$ cat config.mk
export PLATFORM = sky130hd
export DESIGN_NAME = etp_stack
export DESIGN_NICKNAME = d
export VERILOG_FILES = /design/src/design/etp_pkg.sv /design/src/design/etp_cell.sv /design/src/design/etp_stack.sv
export SDC_FILE = /design/constraint.sdc
export NUM_CORES = 2
export LEC_CHECK = 0
export ABC_AREA = 1
export BUFFER_PORTS_ARGS = -buffer_cell sky130_fd_sc_hd__buf_2
export CORE_MARGIN = 2
export CORE_UTILIZATION = 36
export DETAILED_ROUTE_END_ITERATION = 7
export PLACE_DENSITY = 0.46
export SLEW_MARGIN = 30
export SYNTH_ARGS = -nofsm -noshare
export SYNTH_HDL_FRONTEND = slang
export SYNTH_SLANG_ARGS = --single-unit
$ cat constraint.sdc
create_clock -name clk -period 150.9 [get_ports clk]
set_clock_uncertainty 0.15 [all_clocks]
set_input_delay 15.09 -clock clk [delete_from_list [all_inputs] [get_ports clk]]
set_output_delay 15.09 -clock clk [all_outputs]
set_load 0.005 [all_outputs]
$ cat src/design/etp_pkg.sv
// Types and codes shared by the exclusive time profiler modules.
package etp_pkg;

  localparam int ID_W = 8;
  localparam int TS_W = 32;

  typedef enum logic [1:0] {
    REQ_START = 2'd0,
    REQ_END   = 2'd1,
    REQ_QUERY = 2'd2,
    REQ_CLEAR = 2'd3
  } req_t;

  typedef enum logic [1:0] {
    STAT_OK        = 2'd0,
    STAT_NONE      = 2'd1,
    STAT_OVERFLOW  = 2'd2,
    STAT_UNDERFLOW = 2'd3
  } status_t;

  typedef enum logic [1:0] {
    STK_HOLD = 2'd0,
    STK_PUSH = 2'd1,
    STK_POP  = 2'd2
  } stk_op_t;

  // One stack entry: function id and its resume time.
  typedef struct packed {
    logic [ID_W-1:0] id;
    logic [TS_W-1:0] rs;
  } entry_t;

  // Control handed to the stack each cycle.
  typedef struct packed {
    stk_op_t         op;
    entry_t          new_entry;
    logic [TS_W-1:0] fix_rs;
  } stk_ctrl_t;

endpackage

$ cat src/design/etp_cell.sv
// One stack cell: holds an entry, loads from the neighbor above or below.
module etp_cell (
  input  logic             clk,
  input  etp_pkg::stk_op_t op,
  input  etp_pkg::entry_t  up_in,
  input  etp_pkg::entry_t  dn_in,
  output etp_pkg::entry_t  q
);

  always_ff @(posedge clk) begin
    case (op)
      etp_pkg::STK_PUSH: q <= up_in;
      etp_pkg::STK_POP:  q <= dn_in;
      default:           q <= q;
    endcase
  end

endmodule

$ cat src/design/etp_stack.sv
// Shift-register call stack built from a row of cells, top in cell 0.
module etp_stack #(
  parameter int STACK_DEPTH = 256
) (
  input  logic               clk,
  input  etp_pkg::stk_ctrl_t ctrl,
  output etp_pkg::entry_t    top_entry
);

  etp_pkg::entry_t cell_q [STACK_DEPTH];
  etp_pkg::entry_t up_w   [STACK_DEPTH];
  etp_pkg::entry_t dn_w   [STACK_DEPTH];

  for (genvar i = 0; i < STACK_DEPTH; i++) begin : g_cell
    // The caller's entry moving down on push, or up on pop, takes the fixed resume time.
    if (i == 0) begin : g_up_top
      assign up_w[i] = ctrl.new_entry;
    end else if (i == 1) begin : g_up_caller
      assign up_w[i] = '{id: cell_q[0].id, rs: ctrl.fix_rs};
    end else begin : g_up_mid
      assign up_w[i] = cell_q[i-1];
    end

    if (i == 0) begin : g_dn_top
      assign dn_w[i] = '{id: cell_q[1].id, rs: ctrl.fix_rs};
    end else if (i == STACK_DEPTH - 1) begin : g_dn_last
      assign dn_w[i] = '0;
    end else begin : g_dn_mid
      assign dn_w[i] = cell_q[i+1];
    end

    etp_cell u_cell (
      .clk   (clk),
      .op    (ctrl.op),
      .up_in (up_w[i]),
      .dn_in (dn_w[i]),
      .q     (cell_q[i])
    );
  end

  assign top_entry = cell_q[0];

endmodule

Word-level counts from Yosys, hierarchy flattened
Cells that the tools add are included.
- bits in registers: 10240
- bits in latches: 0
- RAM bits: 0
- bits in read-only memories: 0
- bits of input ports: 75
- output and inout bits: 40
- word-level logic and storage cells: 771
- memories kept: 0
- add/subtract/negate cells: 0
- multiply operators: 0
- div/mod/pow operators: 0
- magnitude comparators: 0
- equal/unequal tests: 2
- shift operators: 0
- muxes and demuxes: 256
- bitwise gates (word level): 0
- reductions and logical operators: 1
- operators by type and width (cell ; number):
    40-bit case mux with 2 select lines ; 256
    2-bit by 1-bit equality test with 1-bit output (second input constant) ; 1
    2-bit equality test (second input constant) ; 1
    2-bit nonzero test ; 1

Depth between registers and ports, before layout
- depth in word-level cells: 2
- gate-level depth with buffers: 9
- mapped depth without buffers: 5

Cells and area by module
Synthesis repeated with hierarchy kept, for this count alone.
- cells, all modules: 44289
- area, all modules: 467332.0 µm²
- modules (own cells, without submodules) (module ; instances ; cells each ; area each (µm²) ; sequential area each (µm²)):
    etp_cell ; 256 ; 173 ; 1825.5 ; 1201.2
    etp_stack ; 1 ; 1 ; 3.8 ; 0.0

Worst setup path before layout
Ideal clock, no wire load.
- path type: in2reg
- start: in ctrl[72] in the netlist's numbering
- end: reg g_cell[0].u_cell.q[0] in the netlist's numbering, enable pin
- setup time: 2.408 ns
- arrival: 55.526 ns
- data required time: 148.342 ns
- path slack: 92.816 ns
- stages on the path: 3
- path buffers: 0
- cell sequence: inv_1 ha_1 inv_1
- longest elaborated chain between the ends: 2
- elaborated cells on any way between the ends: 3
- those cells by class: eq/ne: 2; reduce/logical: 1
- RTL lines (element ; line ; source):
    start: declaration ; etp_stack.sv:6 ; input etp_pkg::stk_ctrl_t ctrl,
    2-bit by 1-bit equality test with 1-bit output / 2-bit equality test (equally long branches) ; etp_cell.sv:11 ; case (op)
    2-bit nonzero test (no line) (*) ; -- ;
    end signal: assignment ; etp_cell.sv:12 ; etp_pkg::STK_PUSH: q <= up_in;
    end signal: assignment ; etp_cell.sv:13 ; etp_pkg::STK_POP: q <= dn_in;
    end signal: assignment ; etp_cell.sv:14 ; default: q <= q;
    end: declaration ; etp_cell.sv:7 ; output etp_pkg::entry_t q
Every way passes the cells marked *; elsewhere a longest branch is shown, timed or not.
A chain may end at the register's enable or synchronous reset.

Final worst setup path
- start: in ctrl[72] in the netlist's numbering
- end: reg g_cell[28].u_cell.q[38] in the netlist's numbering, enable pin
- longest elaborated chain between the ends: 2
- elaborated cells on any way between the ends: 3
- those cells by class: eq/ne: 2; reduce/logical: 1
- RTL lines (element ; line):
    2-bit by 1-bit equality test with 1-bit output / 2-bit equality test (equally long branches) ; etp_cell.sv:11
    2-bit nonzero test (no line) (*) ; --
    end signal: assignment ; etp_cell.sv:12
    end signal: assignment ; etp_cell.sv:13
    end signal: assignment ; etp_cell.sv:14
    end: declaration ; etp_cell.sv:7
Marks and branches as above.

==> results by group <==
Placement
  • Post-DP Area: 91200 µm²
  • I/O Buffers: 114
  • DP Cell Count: ~12000
  • Setup WS pre-CTS: 129.35 ns
  • Routability cong.: 0.703
  • Detailed Place HPWL: slightly above 80 mm

Final layout
  • Largest Register: g_cell.u_cell.q
  • Fin util: around two fifths
  • Cell Count, Final, Fillers Out: between 10000 and 15000
  • Most common cell after layout, fill and taps aside: nand2_1
  • Area grow syn2layout: 11.0%
  • Biggest regs: g_cell.u_cell.q x2080
  • Number of flip-flops under the largest register name: about 2100
  • Design area: 98500 µm²
  • Final net count: 8820
  • Commonest non-fill, non-tap cells in the layout: 6216 x nand2_1, 2080 x edfxtp_1, 230 x clkbuf_16
  • Fraction of layout cells with a size suffix above 1: 5.62%

Logic synthesis
  • Mapped cell area: ~89000 µm²
  • Sequential-to-total area share from yosys stat: a little over two thirds
  • Synth Instances: slightly below 9000
  • Mean Syn Cell Area: approximately 10 µm²
  • Synth warn: 0
  • #FFs+latches synth: 2080
  • Synth top area share: between 70 and 80%
  • Yosys top cell by area: edfxtp_1
  • Yosys cell types: 12
  • Synth top area cells: edfxtp_1 70%, nand2_1 26%, buf_2 1.5%
  • Syn nets: approximately 9000

Clocking
  • CTS tree: built
  • Post-cts sizing count: 0
  • TritonCTS Buffers: ~230
  • Num Clock Sinks: around 2100
  • Clock Latency Late Sink: between 0.8 and 0.9 ns
  • Htree depth: 4
  • Clock Path Buffers: 3
  • Clock-pin slew on the worst setup and hold paths: 0.06 ns
  • Hold-fix buffers, CTS: 0
  • Root Driver: clkbuf_16
  • Post-CTS Setup Bufs: 0

Setup path
  • Critical path buffers and inverters: 8
  • R2R Path Start: g_cell[230].u_cell.q[34]$_DFFE_PP_
  • Crit path launch: ctrl[72]
  • Worst endpoint data arrival time: 20.02 ns
  • Critical path's most frequent cell: buf_4
  • Startpoint class of the critical path: input port
  • Slowest stage cell, crit path: buf_4
  • R2r setup slk: 149.92 ns
  • Critical path fanouts, max: about 130
  • Worst path max stage delay: around 0.8 ns
  • Critical path data required time: between 150 and 200 ns
  • Reg2Reg Depth: 2
  • CP Cell Sequence: buf_2, inv_1, ha_4, clkinv_8, buf_4, buf_4, buf_4, buf_4, buf_4
  • Kind of end point of the critical path: flip-flop
  • Top delay family on crit path: buffers and inverters
  • Setup Crit Path Kind: in2reg
  • Reg-to-Reg End: g_cell[229].u_cell.q[34]$_DFFE_PP_

Global routing
  • Largest net degree at the start of global routing: 160
  • Total GRT Usage: 12.5%
  • Vias in the first global route: about 57000
  • Initial antenna violation count: 1
  • First-pass GRT wire length: 271 mm
  • Remaining global-route overflow: 0

Die
  • Die Span X: 501 µm
  • I/O Pins: 115
  • Die area: 251000 µm²
  • FP Rows: 182
  • Height of the die: 501 µm
  • Core area: 245000 µm²
  • Initial Util: 36.2%

Timing
  • Fmax achieved: between 0.05 and 0.06 GHz
  • Final setup margin: 131.20 ns
  • Relative slew margins: approximately 33%
  • Min Tclk post-route: about 20 ns
  • Total Neg Setup Slack: 0 ns
  • Final Cycle Share: 13.1%
  • Max-slew violations: 0
  • RSZ-0062 raised after global routing: false
  • Setup violations, final: 0
  • Slew @ Worst Pin: a little over 1 ns
  • WHS: 0.357 ns
  • Final Hold Fails: 0

Routing
  • Pre-antenna DRT Iters: 5
  • 1st-iter DRT viols: 3950
  • WL/cell: between 10 and 15 µm
  • Total Wirelength: 157 mm
  • Total DRC errors in the routed layout: 0
  • Vias per std cell: 4.64
  • Via count: 56335
  • Remaining antenna violation count: 0

Hold path
  • Hold depth: 2
  • Hold Path Origin: g_cell[179].u_cell.q[39]$_DFFE_PP_
  • Hold/Removal Path Class: reg2reg
  • Hold Path End: g_cell[180].u_cell.q[39]$_DFFE_PP_

Status
  • Status: finished, final reports clean

Pwr
  • Design Power: between 1 and 1.5 mW
  • PD cells: 14.5 nW/µm²
  • Worst vdd ir: 0.0130 mV
  • Static Leak: 43.0 nW

Job
  • Max-Cap Viols: 0
[where the power goes]
part / switching [mW] / internal (mW) / total, mW / leakage, nW
sequential: 0.0371 / 0.740 / 0.777 / 20.7
combinational: 0.0805 / 0.0364 / 0.117 / 18.9
clock: 0.231 / 0.306 / 0.538 / 3.49
total: 0.349 / 1.08 / 1.43 / 43.0
[worst register-to-register path: stages (launching register included)]
cell and delay [ns]:
edfxtp_1 0.39, nand2_1 0.09, nand2_1 0.07
[cell usage after synthesis]
library cell and instances:
buf_6 21, inv_1 10, clkbuf_1 72, edfxtp_1 2080, ha_1 2, buf_4 134
clkbuf_2 1, nor2_1 8, inv_2 2, buf_2 259, nand2_1 6216, buf_1 14
[cell families after synthesis]
kind of cell,share of synthesized area [%]
flip-flops,70.4
AND/OR/NAND/NOR,26.3
buffers and inverters,3.28
adder cells (fa/ha/maj),0.0282
[worst max path at each step]
stage / depth (start not counted) / slack, ns / to
2_1_floorplan: 3 / 92.82 / g_cell[0].u_cell.q[0]$_DFFE_PP_
3_3_place_gp: 9 / 129.48 / g_cell[0].u_cell.q[6]$_DFFE_PP_
3_5_place_dp: 9 / 129.35 / g_cell[0].u_cell.q[6]$_DFFE_PP_
4_1_cts: 9 / 130.31 / g_cell[0].u_cell.q[6]$_DFFE_PP_
5_1_grt: 9 / 130.72 / g_cell[109].u_cell.q[33]$_DFFE_PP_
6_report: 9 / 131.20 / g_cell[28].u_cell.q[38]$_DFFE_PP_
[area by class of cell]
class	instances	area (µm²)
clock inverter	125	1200
inverter	12	72.6
sequential	2080	62500
clock buffer	295	6000
multi-input combinational	6226	23400
tap	3220	4030
fill	24073	147000
timing repair buffer	194	1310
antenna	1	2.50
[layer usage]
layer	track usage (%)	vias up	part of all wire (%)
li1	-	28195	-
met4	3.34	0	2.0
met1	17.3	27247	50
met2	20.1	655	45
met3	2.32	238	3.7
met5	0	-	0
No activity file was read; power rests on OpenSTA's default activity.
